$ cat src/design/sfr_pkg.sv
// Shared constants, register codes and types for the stream find-and-replace block.
`default_nettype none

package sfr_pkg;

  localparam int MAX_PATTERN_BYTES_DEF     = 8;
  localparam int MAX_REPLACEMENT_BYTES_DEF = 8;
  localparam int QUEUE_DEPTH               = 4;
  localparam int CFG_INDEX_W               = 3;
  localparam int CFG_DATA_W                = 64;
  localparam int COUNT_W                   = 16;

  typedef enum logic [CFG_INDEX_W-1:0] {
    REG_PATTERN_BYTES      = 3'd0,
    REG_PATTERN_LENGTH     = 3'd1,
    REG_REPLACEMENT_BYTES  = 3'd2,
    REG_REPLACEMENT_LENGTH = 3'd3,
    REG_LIMIT_ENABLE       = 3'd4,
    REG_REPLACE_LIMIT      = 3'd5,
    REG_OUTPUT_LIMIT       = 3'd6
  } cfg_reg_t;

  // Flags of one command passed from the front end to the back end.
  typedef struct packed {
    logic replace;
    logic last;
  } sfr_flags_t;

endpackage

`default_nettype wire

$ cat src/design/sfr_front.sv
// Front end: keeps the match window and turns each input byte into one command.
`default_nettype none

module sfr_front
  import sfr_pkg::*;
#(
  parameter int MAX_PATTERN_BYTES = MAX_PATTERN_BYTES_DEF,
  localparam int SEQ_BYTES = MAX_PATTERN_BYTES + 1,
  localparam int PASS_W    = $clog2(SEQ_BYTES + 1)
) (
  input  wire logic                   clk,
  input  wire logic                   rst,
  input  wire logic                   accept,
  input  wire logic [7:0]             in_byte,
  input  wire logic                   in_last,
  input  wire logic [63:0]            pattern_bytes,
  input  wire logic [3:0]             pattern_length,
  input  wire logic                   limit_enable,
  input  wire logic [COUNT_W-1:0]     replace_limit,
  output logic [SEQ_BYTES*8-1:0]      cmd_bytes,
  output logic [PASS_W-1:0]           cmd_pass,
  output sfr_flags_t                  cmd_flags
);

  localparam int FILL_W = $clog2(MAX_PATTERN_BYTES + 1);

  logic [7:0]         window      [MAX_PATTERN_BYTES];
  logic [7:0]         window_next [MAX_PATTERN_BYTES];
  logic [7:0]         seq         [SEQ_BYTES];
  logic [FILL_W-1:0]  fill, fill_next;
  logic [COUNT_W-1:0] match_count, match_count_next;
  logic [PASS_W-1:0]  plen, fill_ext, seq_len, pre, held, pass, keep;
  logic               match_all, allowed, replace;
  logic [7:0]         cmp;

  always_comb begin
    fill_ext = PASS_W'(fill);
    seq_len  = fill_ext + PASS_W'(1);
    pre      = (fill_ext == PASS_W'(MAX_PATTERN_BYTES)) ? PASS_W'(1) : '0;
    held     = seq_len - pre;
    plen     = (pattern_length > 4'(MAX_PATTERN_BYTES)) ? PASS_W'(MAX_PATTERN_BYTES)
                                                        : PASS_W'(pattern_length);

    // Window bytes followed by the new byte, oldest first.
    for (int i = 0; i < SEQ_BYTES; i++) begin
      seq[i] = in_byte;
    end
    for (int i = 0; i < MAX_PATTERN_BYTES; i++) begin
      if (PASS_W'(i) < fill_ext) begin
        seq[i] = window[i];
      end
    end

    // A full window drops its oldest byte first, so the compare starts one further on.
    match_all = 1'b1;
    for (int i = 0; i < MAX_PATTERN_BYTES; i++) begin
      cmp = (pre != '0) ? seq[i+1] : seq[i];
      if (PASS_W'(i) < plen && cmp != pattern_bytes[8*i +: 8]) begin
        match_all = 1'b0;
      end
    end

    allowed = !limit_enable || (match_count < replace_limit);
    replace = 1'b0;
    pass    = pre;
    keep    = held;
    if (held > plen) begin
      pass = seq_len - plen;
      keep = plen;
    end else if (held == plen) begin
      if (allowed && match_all) begin
        replace = 1'b1;
        keep    = '0;
      end else begin
        pass = pre + PASS_W'(1);
        keep = plen - PASS_W'(1);
      end
    end
    if (in_last) begin
      keep = '0;
      if (!replace) begin
        pass = seq_len;
      end
    end

    for (int i = 0; i < MAX_PATTERN_BYTES; i++) begin
      window_next[i] = seq[0];
      for (int j = 0; j < SEQ_BYTES; j++) begin
        if (int'(pass) + i == j) begin
          window_next[i] = seq[j];
        end
      end
    end

    fill_next = FILL_W'(keep);
    if (in_last) begin
      match_count_next = '0;
    end else if (replace && match_count != '1) begin
      match_count_next = match_count + COUNT_W'(1);
    end else begin
      match_count_next = match_count;
    end

    for (int i = 0; i < SEQ_BYTES; i++) begin
      cmd_bytes[8*i +: 8] = seq[i];
    end
    cmd_pass          = pass;
    cmd_flags.replace = replace;
    cmd_flags.last    = in_last;
  end

  always_ff @(posedge clk) begin
    if (rst) begin
      fill        <= '0;
      match_count <= '0;
    end else if (accept) begin
      fill        <= fill_next;
      match_count <= match_count_next;
    end
  end

  always_ff @(posedge clk) begin
    if (accept) begin
      window <= window_next;
    end
  end

endmodule

`default_nettype wire

$ cat src/design/sfr_queue.sv
// Small command queue between the front end and the back end.
`default_nettype none

module sfr_queue #(
  parameter int WIDTH = 8,
  parameter int DEPTH = 4
) (
  input  wire logic             clk,
  input  wire logic             rst,
  input  wire logic             push,
  input  wire logic [WIDTH-1:0] push_data,
  input  wire logic             pop,
  output logic [WIDTH-1:0]      head_data,
  output logic                  head_valid,
  output logic                  full
);

  localparam int PTR_W = $clog2(DEPTH);
  localparam int CNT_W = $clog2(DEPTH + 1);

  logic [WIDTH-1:0] entries [DEPTH];
  logic [PTR_W-1:0] wr_ptr, rd_ptr;
  logic [CNT_W-1:0] count, count_next;

  assign head_data  = entries[rd_ptr];
  assign head_valid = (count != '0);
  assign full       = (count == CNT_W'(DEPTH));

  always_comb begin
    count_next = count;
    if (push && !pop) begin
      count_next = count + CNT_W'(1);
    end else if (pop && !push) begin
      count_next = count - CNT_W'(1);
    end
  end

  always_ff @(posedge clk) begin
    if (rst) begin
      wr_ptr <= '0;
      rd_ptr <= '0;
      count  <= '0;
    end else begin
      count <= count_next;
      if (push) begin
        wr_ptr <= (wr_ptr == PTR_W'(DEPTH - 1)) ? '0 : wr_ptr + PTR_W'(1);
      end
      if (pop) begin
        rd_ptr <= (rd_ptr == PTR_W'(DEPTH - 1)) ? '0 : rd_ptr + PTR_W'(1);
      end
    end
  end

  always_ff @(posedge clk) begin
    if (push) begin
      entries[wr_ptr] <= push_data;
    end
  end

endmodule

`default_nettype wire

$ cat src/design/sfr_back.sv
// Back end: plays out each command one result per cycle, unless the output stalls.
`default_nettype none

module sfr_back
  import sfr_pkg::*;
#(
  parameter int MAX_PATTERN_BYTES     = MAX_PATTERN_BYTES_DEF,
  parameter int MAX_REPLACEMENT_BYTES = MAX_REPLACEMENT_BYTES_DEF,
  localparam int SEQ_BYTES = MAX_PATTERN_BYTES + 1,
  localparam int PASS_W    = $clog2(SEQ_BYTES + 1)
) (
  input  wire logic                   clk,
  input  wire logic                   rst,
  input  wire logic                   head_valid,
  input  wire logic [SEQ_BYTES*8-1:0] head_bytes,
  input  wire logic [PASS_W-1:0]      head_pass,
  input  wire sfr_flags_t             head_flags,
  output logic                        pop,
  input  wire logic [63:0]            replacement_bytes,
  input  wire logic [3:0]             replacement_length,
  input  wire logic [COUNT_W-1:0]     output_limit,
  output logic                        out_valid,
  input  wire logic                   out_stall,
  output logic [7:0]                  out_byte,
  output logic                        no_byte,
  output logic                        out_last
);

  localparam int RLEN_W = $clog2(MAX_REPLACEMENT_BYTES + 1);
  localparam int TOT_W  = $clog2(SEQ_BYTES + MAX_REPLACEMENT_BYTES + 1);

  logic [RLEN_W-1:0]  rlen;
  logic [TOT_W-1:0]   total, index, index_next;
  logic [COUNT_W-1:0] emitted, emitted_next;
  logic               out_free, go, none, final_byte, load;
  logic [7:0]         sel, byte_d;
  logic               no_byte_d, last_d;

  always_comb begin
    rlen = (replacement_length > 4'(MAX_REPLACEMENT_BYTES)) ? RLEN_W'(MAX_REPLACEMENT_BYTES)
                                                            : RLEN_W'(replacement_length);
    total    = TOT_W'(head_pass) + (head_flags.replace ? TOT_W'(rlen) : '0);
    out_free = !out_valid || !out_stall;
    go       = head_valid && out_free;
    // Nothing left to send for this command: empty, or the output budget is spent.
    none       = (emitted >= output_limit) || (total == '0);
    final_byte = (index + TOT_W'(1) == total) || (emitted + COUNT_W'(1) == output_limit);

    sel = 8'h00;
    if (index < TOT_W'(head_pass)) begin
      for (int j = 0; j < SEQ_BYTES; j++) begin
        if (index == TOT_W'(j)) begin
          sel = head_bytes[8*j +: 8];
        end
      end
    end else begin
      for (int j = 0; j < MAX_REPLACEMENT_BYTES; j++) begin
        if (index == TOT_W'(head_pass) + TOT_W'(j)) begin
          sel = replacement_bytes[8*j +: 8];
        end
      end
    end

    pop          = 1'b0;
    load         = 1'b0;
    index_next   = index;
    emitted_next = emitted;
    byte_d       = 8'h00;
    no_byte_d    = 1'b0;
    last_d       = 1'b0;
    if (go) begin
      if (none) begin
        pop        = 1'b1;
        index_next = '0;
        if (head_flags.last) begin
          load         = 1'b1;
          no_byte_d    = 1'b1;
          last_d       = 1'b1;
          emitted_next = '0;
        end
      end else begin
        load   = 1'b1;
        byte_d = sel;
        last_d = head_flags.last && final_byte;
        if (final_byte) begin
          pop          = 1'b1;
          index_next   = '0;
          emitted_next = head_flags.last ? '0 : emitted + COUNT_W'(1);
        end else begin
          index_next   = index + TOT_W'(1);
          emitted_next = emitted + COUNT_W'(1);
        end
      end
    end
  end

  always_ff @(posedge clk) begin
    if (rst) begin
      out_valid <= 1'b0;
      index     <= '0;
      emitted   <= '0;
    end else begin
      index   <= index_next;
      emitted <= emitted_next;
      if (out_free) begin
        out_valid <= load;
      end
    end
  end

  always_ff @(posedge clk) begin
    if (load) begin
      out_byte <= byte_d;
      no_byte  <= no_byte_d;
      out_last <= last_d;
    end
  end

endmodule

`default_nettype wire

$ cat src/design/stream_find_replace.sv
// Top level of the stream find-and-replace block: configuration registers and the three stages.
`default_nettype none

// The block takes a byte stream, one byte per input transaction, and replaces each
// non-overlapping occurrence of the configured pattern (up to MAX_PATTERN_BYTES long)
// with the configured replacement, scanning leftmost-first. The front end takes one byte
// every clock cycle while the queue has room and updates the match window in that same
// cycle, so input is never stalled by the matching itself. Each byte becomes one command
// in a QUEUE_DEPTH-entry queue; the back end turns a command into zero or more result
// transactions (a replacement burst or a flush at the end of a stream gives several)
// at one per cycle while the output is not stalled, through a single output register.
// The input stalls only when that queue is full. The first result caused by an accepted
// byte passes through the queue and then the output register before it can be taken.
// Configuration must be written through the write port only while the block is idle;
// the block itself does not enforce this. A stream's match count, window and output
// byte count start over after each transaction marked last.

module stream_find_replace
  import sfr_pkg::*;
#(
  parameter int MAX_PATTERN_BYTES     = MAX_PATTERN_BYTES_DEF,
  parameter int MAX_REPLACEMENT_BYTES = MAX_REPLACEMENT_BYTES_DEF
) (
  input  wire logic                   clk,
  input  wire logic                   rst,
  // Configuration write port.
  input  wire logic                   cfg_write,
  input  wire logic [CFG_INDEX_W-1:0] cfg_index,
  input  wire logic [CFG_DATA_W-1:0]  cfg_data,
  // Input stream.
  input  wire logic                   in_valid,
  output logic                        in_stall,
  input  wire logic [7:0]             in_byte,
  input  wire logic                   in_last,
  // Result stream.
  output logic                        out_valid,
  input  wire logic                   out_stall,
  output logic [7:0]                  out_byte,
  output logic                        no_byte,
  output logic                        out_last
);

  localparam int SEQ_BYTES = MAX_PATTERN_BYTES + 1;
  localparam int PASS_W    = $clog2(SEQ_BYTES + 1);
  localparam int FLAGS_W   = $bits(sfr_flags_t);
  localparam int ENTRY_W   = SEQ_BYTES * 8 + PASS_W + FLAGS_W;

  // Configuration registers, reset to their documented defaults.
  logic [63:0]        pattern_bytes;
  logic [3:0]         pattern_length;
  logic [63:0]        replacement_bytes;
  logic [3:0]         replacement_length;
  logic               limit_enable;
  logic [COUNT_W-1:0] replace_limit;
  logic [COUNT_W-1:0] output_limit;

  always_ff @(posedge clk) begin
    if (rst) begin
      pattern_bytes      <= '0;
      pattern_length     <= '0;
      replacement_bytes  <= '0;
      replacement_length <= '0;
      limit_enable       <= 1'b0;
      replace_limit      <= '0;
      output_limit       <= '1;
    end else if (cfg_write) begin
      unique case (cfg_reg_t'(cfg_index))
        REG_PATTERN_BYTES:      pattern_bytes      <= cfg_data[63:0];
        REG_PATTERN_LENGTH:     pattern_length     <= cfg_data[3:0];
        REG_REPLACEMENT_BYTES:  replacement_bytes  <= cfg_data[63:0];
        REG_REPLACEMENT_LENGTH: replacement_length <= cfg_data[3:0];
        REG_LIMIT_ENABLE:       limit_enable       <= cfg_data[0];
        REG_REPLACE_LIMIT:      replace_limit      <= cfg_data[COUNT_W-1:0];
        REG_OUTPUT_LIMIT:       output_limit       <= cfg_data[COUNT_W-1:0];
        default: begin
          // Writes to an unused index are ignored.
        end
      endcase
    end
  end

  // An input transaction is taken whenever the command queue has room.
  logic                   accept;
  logic                   q_full;
  logic                   q_valid;
  logic                   q_pop;
  logic [ENTRY_W-1:0]     q_head;
  logic [SEQ_BYTES*8-1:0] cmd_bytes;
  logic [PASS_W-1:0]      cmd_pass;
  sfr_flags_t             cmd_flags;

  assign in_stall = q_full;
  assign accept   = in_valid && !in_stall;

  // The front end decides, per byte, how many of the window bytes leave in order and
  // whether a replacement follows them; the bytes themselves ride along in the command.
  sfr_front #(
    .MAX_PATTERN_BYTES (MAX_PATTERN_BYTES)
  ) u_front (
    .clk            (clk),
    .rst            (rst),
    .accept         (accept),
    .in_byte        (in_byte),
    .in_last        (in_last),
    .pattern_bytes  (pattern_bytes),
    .pattern_length (pattern_length),
    .limit_enable   (limit_enable),
    .replace_limit  (replace_limit),
    .cmd_bytes      (cmd_bytes),
    .cmd_pass       (cmd_pass),
    .cmd_flags      (cmd_flags)
  );

  sfr_queue #(
    .WIDTH (ENTRY_W),
    .DEPTH (QUEUE_DEPTH)
  ) u_queue (
    .clk        (clk),
    .rst        (rst),
    .push       (accept),
    .push_data  ({cmd_bytes, cmd_pass, cmd_flags}),
    .pop        (q_pop),
    .head_data  (q_head),
    .head_valid (q_valid),
    .full       (q_full)
  );

  // The back end applies the output byte limit and marks the end of each stream.
  sfr_back #(
    .MAX_PATTERN_BYTES     (MAX_PATTERN_BYTES),
    .MAX_REPLACEMENT_BYTES (MAX_REPLACEMENT_BYTES)
  ) u_back (
    .clk                (clk),
    .rst                (rst),
    .head_valid         (q_valid),
    .head_bytes         (q_head[ENTRY_W-1 -: SEQ_BYTES*8]),
    .head_pass          (q_head[FLAGS_W +: PASS_W]),
    .head_flags         (sfr_flags_t'(q_head[FLAGS_W-1:0])),
    .pop                (q_pop),
    .replacement_bytes  (replacement_bytes),
    .replacement_length (replacement_length),
    .output_limit       (output_limit),
    .out_valid          (out_valid),
    .out_stall          (out_stall),
    .out_byte           (out_byte),
    .no_byte            (no_byte),
    .out_last           (out_last)
  );

endmodule

`default_nettype wire

$ cat config.mk
export PLATFORM = sky130hd
export DESIGN_NAME = stream_find_replace
export DESIGN_NICKNAME = d
export VERILOG_FILES = /design/src/design/sfr_pkg.sv /design/src/design/sfr_front.sv /design/src/design/sfr_queue.sv /design/src/design/sfr_back.sv /design/src/design/stream_find_replace.sv
export SDC_FILE = /design/constraint.sdc
export NUM_CORES = 1
export LEC_CHECK = 0
export BUFFER_PORTS_ARGS = -buffer_cell sky130_fd_sc_hd__buf_2
export CORE_MARGIN = 2
export CORE_UTILIZATION = 30
export DETAILED_ROUTE_END_ITERATION = 10
export PLACE_DENSITY_LB_ADDON = 0.15
export SLEW_MARGIN = 30
export SYNTH_ARGS = -nofsm -noshare
export SYNTH_HDL_FRONTEND = slang
export SYNTH_HIERARCHICAL = 1
export SYNTH_SLANG_ARGS = --single-unit
export TNS_END_PERCENT = 50
$ cat constraint.sdc
create_clock -name clk -period 8.5 [get_ports clk]
set_clock_uncertainty 0.05 [all_clocks]
set_input_delay 2.55 -clock clk [delete_from_list [all_inputs] [get_ports clk]]
set_output_delay 2.55 -clock clk [all_outputs]
set_load 0.1 [all_outputs]
==> results of run 1 <==
[stage by stage]
stage / util, % / std cells / instance area [um^2] / hold slack, ns
CTS: 34.41 / 4919 / 39980 / 0.4250
finish: 34.46 / 4928 / 40050 / 0.4228
global placement: 32.39 / 4793 / 37640 / 0.4087
global route: 34.45 / 4922 / 40030 / 0.4443
detailed placement: 32.40 / 4793 / 37650 / 0.4149
floorplan: - / 3266 / 35190 / 0.3965
[kinds of logic (layout without fill, tap and decap cells)]
kind of cell	count (synthesis)	count (layout)	share of synthesized area (%)
buf+inv	398	529	5.316
xor+xnor	135	135	3.382
compound gates	795	795	16.12
fa+ha+maj	80	80	2.909
other cells	0	7	0
mux	313	313	11.78
simple gates	939	939	15.03
flops	606	606	45.46
[how the worst max path moves through the flow]
stage                           from               endpoint  slack [ns]  cells after the start
after floorplan             in_valid  u_queue/entries[0][0]        0.19                      2
after global placement    in_byte[0]     u_front/window[39]        0.43                     26
after detailed placement  in_byte[0]     u_front/window[33]        0.38                     24
after CTS                 in_byte[0]     u_front/window[33]        1.00                     24
after global routing      in_byte[0]     u_front/window[33]        0.51                     24
final                     in_byte[0]     u_front/window[33]        0.73                     24
[power groups by stage]
stage / Sequential, mW / Clock [mW] / Combinational (mW)
CTS: 3.90 / 3.20 / 3.52
global route: 3.92 / 3.31 / 3.75
detailed placement: 3.96 / 0 / 3.50
global placement: 3.97 / 0 / 3.52
finish: 3.91 / 3.12 / 3.55
floorplan: 3.96 / 0 / 2.12
[cells in the final DEF, fill, tap and decap left out, types with 24 or more instances in the layout]
cell	n
sky130_fd_sc_hd__buf_2	91
sky130_fd_sc_hd__o21ai_0	105
sky130_fd_sc_hd__a31oi_1	48
sky130_fd_sc_hd__edfxtp_1	386
sky130_fd_sc_hd__a221oi_1	38
sky130_fd_sc_hd__a22oi_1	27
sky130_fd_sc_hd__buf_4	149
sky130_fd_sc_hd__nor3_1	46
sky130_fd_sc_hd__mux4_2	78
sky130_fd_sc_hd__xor2_1	33
sky130_fd_sc_hd__nand4_1	25
sky130_fd_sc_hd__a21oi_1	154
sky130_fd_sc_hd__nand3_1	100
sky130_fd_sc_hd__ha_1	77
sky130_fd_sc_hd__nor2_1	179
sky130_fd_sc_hd__and2_1	30
sky130_fd_sc_hd__dfxtp_1	216
sky130_fd_sc_hd__o22ai_1	68
sky130_fd_sc_hd__xnor2_1	101
sky130_fd_sc_hd__a32oi_1	24
sky130_fd_sc_hd__clkbuf_16	76
sky130_fd_sc_hd__nor2b_1	24
sky130_fd_sc_hd__mux2i_1	225
sky130_fd_sc_hd__o21ai_1	37
sky130_fd_sc_hd__a221o_1	28
sky130_fd_sc_hd__inv_1	148
sky130_fd_sc_hd__o211ai_1	27
sky130_fd_sc_hd__nand2b_1	229
sky130_fd_sc_hd__nand2_1	148
[worst reg2reg max path: stages, from the launching register on]
cell and delay (ns):
sky130_fd_sc_hd__dfxtp_1 0.31, sky130_fd_sc_hd__buf_4 0.22, sky130_fd_sc_hd__inv_1 0.09, sky130_fd_sc_hd__ha_1 0.14, sky130_fd_sc_hd__buf_4 0.37, sky130_fd_sc_hd__nor2b_1 0.36, sky130_fd_sc_hd__buf_4 0.31, sky130_fd_sc_hd__a2bb2oi_1 0.29
sky130_fd_sc_hd__a21o_1 0.17, sky130_fd_sc_hd__nand4_1 0.11, sky130_fd_sc_hd__o41ai_1 0.45, sky130_fd_sc_hd__and3_1 0.31, sky130_fd_sc_hd__a41o_2 0.39, sky130_fd_sc_hd__and2_1 0.20, sky130_fd_sc_hd__inv_1 0.06, sky130_fd_sc_hd__ha_1 0.19
sky130_fd_sc_hd__nand2_1 0.06, sky130_fd_sc_hd__o31ai_1 0.10, sky130_fd_sc_hd__nor2_1 0.19, sky130_fd_sc_hd__a31o_4 0.16, sky130_fd_sc_hd__nor2_4 0.05, sky130_fd_sc_hd__ha_1 0.34, sky130_fd_sc_hd__nor2_1 0.33, sky130_fd_sc_hd__xnor2_1 0.19
sky130_fd_sc_hd__nand3_1 0.36, sky130_fd_sc_hd__o22ai_1 0.26, sky130_fd_sc_hd__a2111oi_1 0.10, sky130_fd_sc_hd__a2111oi_1 0.49
[metal layers]
metal	GRT usage, %	share of wire [%]	routed length (um)
met1	31.21	44	61200
met2	35.40	45	63020
met3	3.524	7.0	9755
met4	9.304	4.2	5853
met5	0	0.0093	13
[flip-flops by register name, indices dropped and copies added (netlist names), 2 cells and up, named ones only]
name,count
u_back/emitted,16
output_limit,16
u_queue/wr_ptr,2
u_front/match_count,16
u_queue/count,3
replacement_length,4
replace_limit,16
pattern_length,4
u_queue/rd_ptr,2
u_front/window,64
u_front/fill,4
u_back/index,5
u_queue/entries,312
pattern_bytes,64
replacement_bytes,64
u_back/out_byte,8
[area by class of cell]
type / count / share of cell area (%)
diodes: 7 / 0.04374
clock buffers: 98 / 5.030
clock inverters: 28 / 0.7905
inverters: 153 / 1.447
multi-input cells: 2262 / 43.53
flip-flops and latches: 606 / 39.97
well taps: 1524 / 4.761
repair buffers: 250 / 4.427
==> qor.yml, run 1 <==
status:
  status: "finished clean"
sta:
  drv_slew: 0
  final-hold-violation-count: 0
  timing_worst_slew_pin_value_ns: 1.062
  slew-limit-headroom_pct: 28.78
  timing.final.crit_share_pct: 91.43
  achievable-frequency_ghz: 0.1287
  rsz0062_at_grt: "false"
  fin_crit_ns: 7.772
  postLayoutSetupSlackWorst_ns: 0.7281
  setup_violations: 0
  fin_tns_setup_ns: 0
clocking:
  cts_tree: "done"
  clock_slew_seen_by_the_registers_of_the_worst_setup_and_hold_paths_ns: 0.06
  number_of_clock_sinks_seen_by_cts: 606
  post_cts_buffers: 0
  htree_levels: 3
  number_of_buffers_added_to_fix_hold_violations_after_cts: 0
  clk_root_buffer_cell: "sky130_fd_sc_hd__clkbuf_16"
  cts_buffers: 73
  clock_latency_ns: 0.64
  ctsLongestPathBuffers: 3
  post_cts_resized: 0
global_route:
  grt_pass1_wl_um: 199600
  number_of_antenna_violations_at_the_first_check_in_global_routing: 12
  grt_start_max_net_pins: 195
  grt_util_all_layers_pct: 22.67
  grt_pass1_vias: 26810
  grt_overflow: 0
logic_synthesis:
  synthesis.area_mm2: 0.03519
  post_synth_main_area_contributors: "sky130_fd_sc_hd__edfxtp_1 (33%), sky130_fd_sc_hd__dfxtp_1 (13%), sky130_fd_sc_hd__mux2i_1 (6.4%)"
  synth_area_leader_cell: "sky130_fd_sc_hd__edfxtp_1"
  synthFlopType: "sky130_fd_sc_hd__edfxtp_1"
  synth.most_common_cell: "sky130_fd_sc_hd__edfxtp_1"
  synth-seq-cells: 606
  synth_seq_area_share_pct: 45.46
  async_s_r_ff_share_synth_pct: 0
  number_of_warnings_printed_during_yosys_synthesis: 6
  synthesis.nets: 3427
  synth_area_per_cell_um2: 10.77
  synthTopCellsByCount: "sky130_fd_sc_hd__edfxtp_1 (386), sky130_fd_sc_hd__nand2b_1 (229), sky130_fd_sc_hd__mux2i_1 (225), sky130_fd_sc_hd__dfxtp_1 (220), sky130_fd_sc_hd__nor2_1 (179)"
  synth-edff-count: 386
  post_synth_inst_count: 3266
  synth_top_area_share_pct: 32.94
  yosys.cell_types.count: 117
setup_path:
  cp_max_fo: 18
  r2r-end: "u_front/window[33]"
  timing_worst_setup_path_type: "in2reg"
  critPathBufInv: 4
  worstPathRequired_ns: 8.84
  crit_path_start_kind: "input pin"
  timing.critical_path.max_delay_family: "compound AO/OA/AOI/OAI gates"
  r2r-start: "u_front/fill[1]"
  setup.worst_path.end_class: "register"
  reg2reg_slack_ns: 1.63
  r2r.worst_path.cells: 27
  timing.critical_path.arrival_ns: 8.12
  crit_path_top_delay_cell: "sky130_fd_sc_hd__a2111oi_1"
  crit_chain: "buf_2 -> inv_1 -> o21ai_0 -> o21ai_0 -> a2111o_1 -> o41ai_1 -> buf_4 -> o2111a_1 -> and2_1 -> and2_1 -> inv_1 -> ha_1 -> nand2_1 -> o31ai_1 -> nor2_1 -> a31o_4 -> nor2_4 -> ha_1 -> nor2_1 -> xnor2_1 -> nand3_1 -> o22ai_1 -> a2111oi_1 -> a2111oi_1"
  critical_path.max_stage_delay_ns: 0.48
power:
  fraction_of_power_consumed_by_sequential_logic_pct: 36.9
  power_mw: 10.58
  sw_frac_of_total_pct: 37.31
  combPwrFrac_pct: 33.6
  power_density_mw_per_mm2: 264.1
  power_leakage_nw: 14.41
  total_switching_power_mw: 3.946
  cellInternalPower_mw: 6.630
  clock_network_fraction_of_total_power_pct: 29.5
  peakVddDrop_uv: 170.8
worst_hold_path:
  hold-path-cell-count: 2
  min-delay-start: "replacement_bytes[48]"
  holdCritPathClass: "reg2reg"
  worstHoldEndpoint: "replacement_bytes[48]"
detailed_routing:
  drt_iter0_drc: 3124
  mean_number_of_vias_per_cell: 5.677
  drt-total-wl_um: 139800
  detail_route.drc_violations: 0
  routed-via-count: 27980
  drtAntennaViolNets: 0
  drt-pass1-iter-count: 7
  routed_wire_length_per_instance_um: 28.38
die:
  dieWidth_um: 346.5
  fp-row-count: 125
  boundaryPins: 93
  area_of_the_die_mm2: 0.1200
  floorplan.core_area_mm2: 0.1162
  fp.dieH_um: 346.5
  initial_utilization_pct: 30.28
placement:
  portBuffers: 92
  dp_worst_setup_slack_ns: 0.3775
  dp_hpwl_um: 102600
  gpl.final_weighted_congestion: 0.9916
finish:
  multiInputGateArea_mm2: 0.01743
  ff_latch_area_mm2: 0.01601
  fillers: 11620
  drive_gt1_share_pct: 15.48
  final_net_count: 3507
  syn2layout_area_growth_pct: 13.81
flow_run:
  max_cap_viol_count: 0
Note: power is estimated with default switching activity, not from simulation.
==> run 2: changes to the inputs <==
--- a/config.mk
+++ b/config.mk
@@ -6,6 +6,7 @@
 export NUM_CORES = 1
 export LEC_CHECK = 0
 export BUFFER_PORTS_ARGS = -buffer_cell sky130_fd_sc_hd__buf_2
+export CORE_ASPECT_RATIO = 0.9
 export CORE_MARGIN = 2
 export CORE_UTILIZATION = 30
 export DETAILED_ROUTE_END_ITERATION = 10
==> run 2 against run 1 <==
  * Hold slack better by 0.0023 ns
  * Largest power group unchanged
  * Clock-buffer cell count is 7 lower
  * Final cell count is 0.57% higher
==> qor.yml, run 2 (same netlist as run 1, synthesis figures left out) <==
status:
  status: "finished clean"
sta:
  final-hold-violation-count: 0
  fin_crit_ns: 7.700
  drv_slew: 0
  setup_violations: 0
  achievable-frequency_ghz: 0.1299
  timing.final.crit_share_pct: 90.59
  fin_tns_setup_ns: 0
  slew-limit-headroom_pct: 30.97
  rsz0062_at_grt: "false"
  postLayoutSetupSlackWorst_ns: 0.7996
  timing_worst_slew_pin_value_ns: 1.035
die:
  dieWidth_um: 365.0
  fp.dieH_um: 328.9
  initial_utilization_pct: 30.14
  boundaryPins: 93
  area_of_the_die_mm2: 0.1200
  fp-row-count: 119
  floorplan.core_area_mm2: 0.1167
finish:
  fillers: 11800
  syn2layout_area_growth_pct: 13.46
  final_net_count: 3489
  commonest_cells_after_routing_fill_and_taps_aside: "sky130_fd_sc_hd__edfxtp_1 (386), sky130_fd_sc_hd__nand2b_1 (229), sky130_fd_sc_hd__mux2i_1 (225), sky130_fd_sc_hd__dfxtp_1 (216), sky130_fd_sc_hd__nor2_1 (178)"
  drive_gt1_share_pct: 15.21
  max_ffs_per_register: 312
  most_common_cell_after_layout_fill_and_taps_aside: "sky130_fd_sc_hd__edfxtp_1"
  registers.top_by_ff_count: "u_queue/entries"
power:
  power_leakage_nw: 14.30
  peakVddDrop_uv: 137.1
  power_density_mw_per_mm2: 265.3
  power_mw: 10.59
placement:
  portBuffers: 92
  gpl.final_weighted_congestion: 0.9685
  dp_hpwl_um: 101200
  dp_worst_setup_slack_ns: 0.3041
detailed_routing:
  detail_route.drc_violations: 0
  drt_iter0_drc: 3684
  wl_met2_um: 60190
  mean_number_of_vias_per_cell: 5.729
  routed-via-count: 28400
  routed_wire_length_per_instance_um: 28.14
  drt-total-wl_um: 139500
  drtAntennaViolNets: 0
  detailroute.wirelength.met3_um: 11340
  top_layer_used: "met5"
  wl_met1_um: 62460
  drt-pass1-iter-count: 6
setup_path:
  cp_max_fo: 18
  reg2reg_slack_ns: 1.54
  setup.worst_path.end_class: "register"
  critical_path.max_stage_delay_ns: 0.72
  timing_worst_setup_path_type: "in2reg"
  worstPathRequired_ns: 8.88
  crit_path_top_delay_cell: "sky130_fd_sc_hd__o41ai_2"
  crit_path_start_kind: "input pin"
  crit_chain: "buf_2 -> inv_1 -> a221oi_1 -> a31oi_1 -> o41ai_2 -> buf_4 -> o2111a_1 -> and2_1 -> and2_1 -> inv_1 -> ha_1 -> nand2_1 -> o31ai_1 -> nor2_1 -> a31o_4 -> nor2_4 -> ha_1 -> nor2_1 -> xnor2_1 -> nand3_1 -> o22ai_1 -> a2111oi_1 -> a2111oi_1"
  timing.critical_path.arrival_ns: 8.08
clocking:
  number_of_buffers_added_to_fix_hold_violations_after_cts: 0
  post_cts_buffers: 0
  htree_levels: 3
  post_cts_resized: 0
  cts_tree: "done"
  clock_latency_ns: 0.65
  number_of_clock_sinks_seen_by_cts: 606
  clk_root_buffer_cell: "sky130_fd_sc_hd__clkbuf_16"
  ctsLongestPathBuffers: 3
  clock_slew_seen_by_the_registers_of_the_worst_setup_and_hold_paths_ns: 0.06
  cts_buffers: 73
global_route:
  grt_pass1_vias: 26780
  grt_util_all_layers_pct: 22.75
  grt_start_max_net_pins: 165
  grt_pass1_wl_um: 198200
  grt_overflow: 0
  number_of_antenna_violations_at_the_first_check_in_global_routing: 12
worst_hold_path:
  holdCritPathClass: "reg2reg"
flow_run:
  max_cap_viol_count: 0
-- run 2: final timing paths --
path | from | to | depth (start not counted)
setup reg to reg | u_front/fill[3] | u_front/window[34] | 23
hold / removal | replacement_bytes[51] | replacement_bytes[51] | 2
setup / recovery | in_byte[3] | u_front/window[34] | 23
hold reg to reg | replacement_bytes[51] | replacement_bytes[51] | 2
-- run 2: power breakdown --
| part | switching (mW) | leakage, nW | internal [mW] |
|---|---|---|---|
| clock | 1.30 | 1.14 | 1.82 |
| sequential | 0.347 | 5.37 | 3.58 |
| combinational | 2.35 | 7.80 | 1.19 |
-- run 2: metrics by stage --
stage | hold slack (ns) | util, % | area [um^2] | cells
global placement | 0.4073 | 32.17 | 37550 | 4826
finish | 0.4251 | 34.20 | 39920 | 4956
detailed placement | 0.4129 | 32.19 | 37580 | 4826
global route | 0.4386 | 34.19 | 39910 | 4953
CTS | 0.4231 | 34.19 | 39910 | 4953
floorplan | 0.3965 | - | 35190 | 3266
-- run 2: layout make-up --
cell class              instances  area, um^2  area share [%]
diodes                          3       7.507         0.01881
clock buffers                  91        2009           5.034
clock inverters                36       321.6          0.8055
inverters                     153       579.3           1.451
multi-input cells            2262       17440           43.70
flip-flops and latches        606       16010           40.10
well taps                    1573        1968           4.930
repair buffers                232        1583           3.965
-- run 2: worst max-delay path, delay by kind of cell --
kind / cells / cell delay, ns
compound gates: 9 / 2.42
xor+xnor: 1 / 0.19
fa+ha+maj: 2 / 0.50
buf+inv: 4 / 1.06
simple gates: 7 / 1.32
-- run 2: routing by layer --
metal | vias up | global-route usage [%]
met5 | - | 0
met4 | 4 | 8.982
met3 | 270 | 4.004
met2 | 1305 | 33.53
met1 | 14290 | 32.88
li1 | 12530 | -
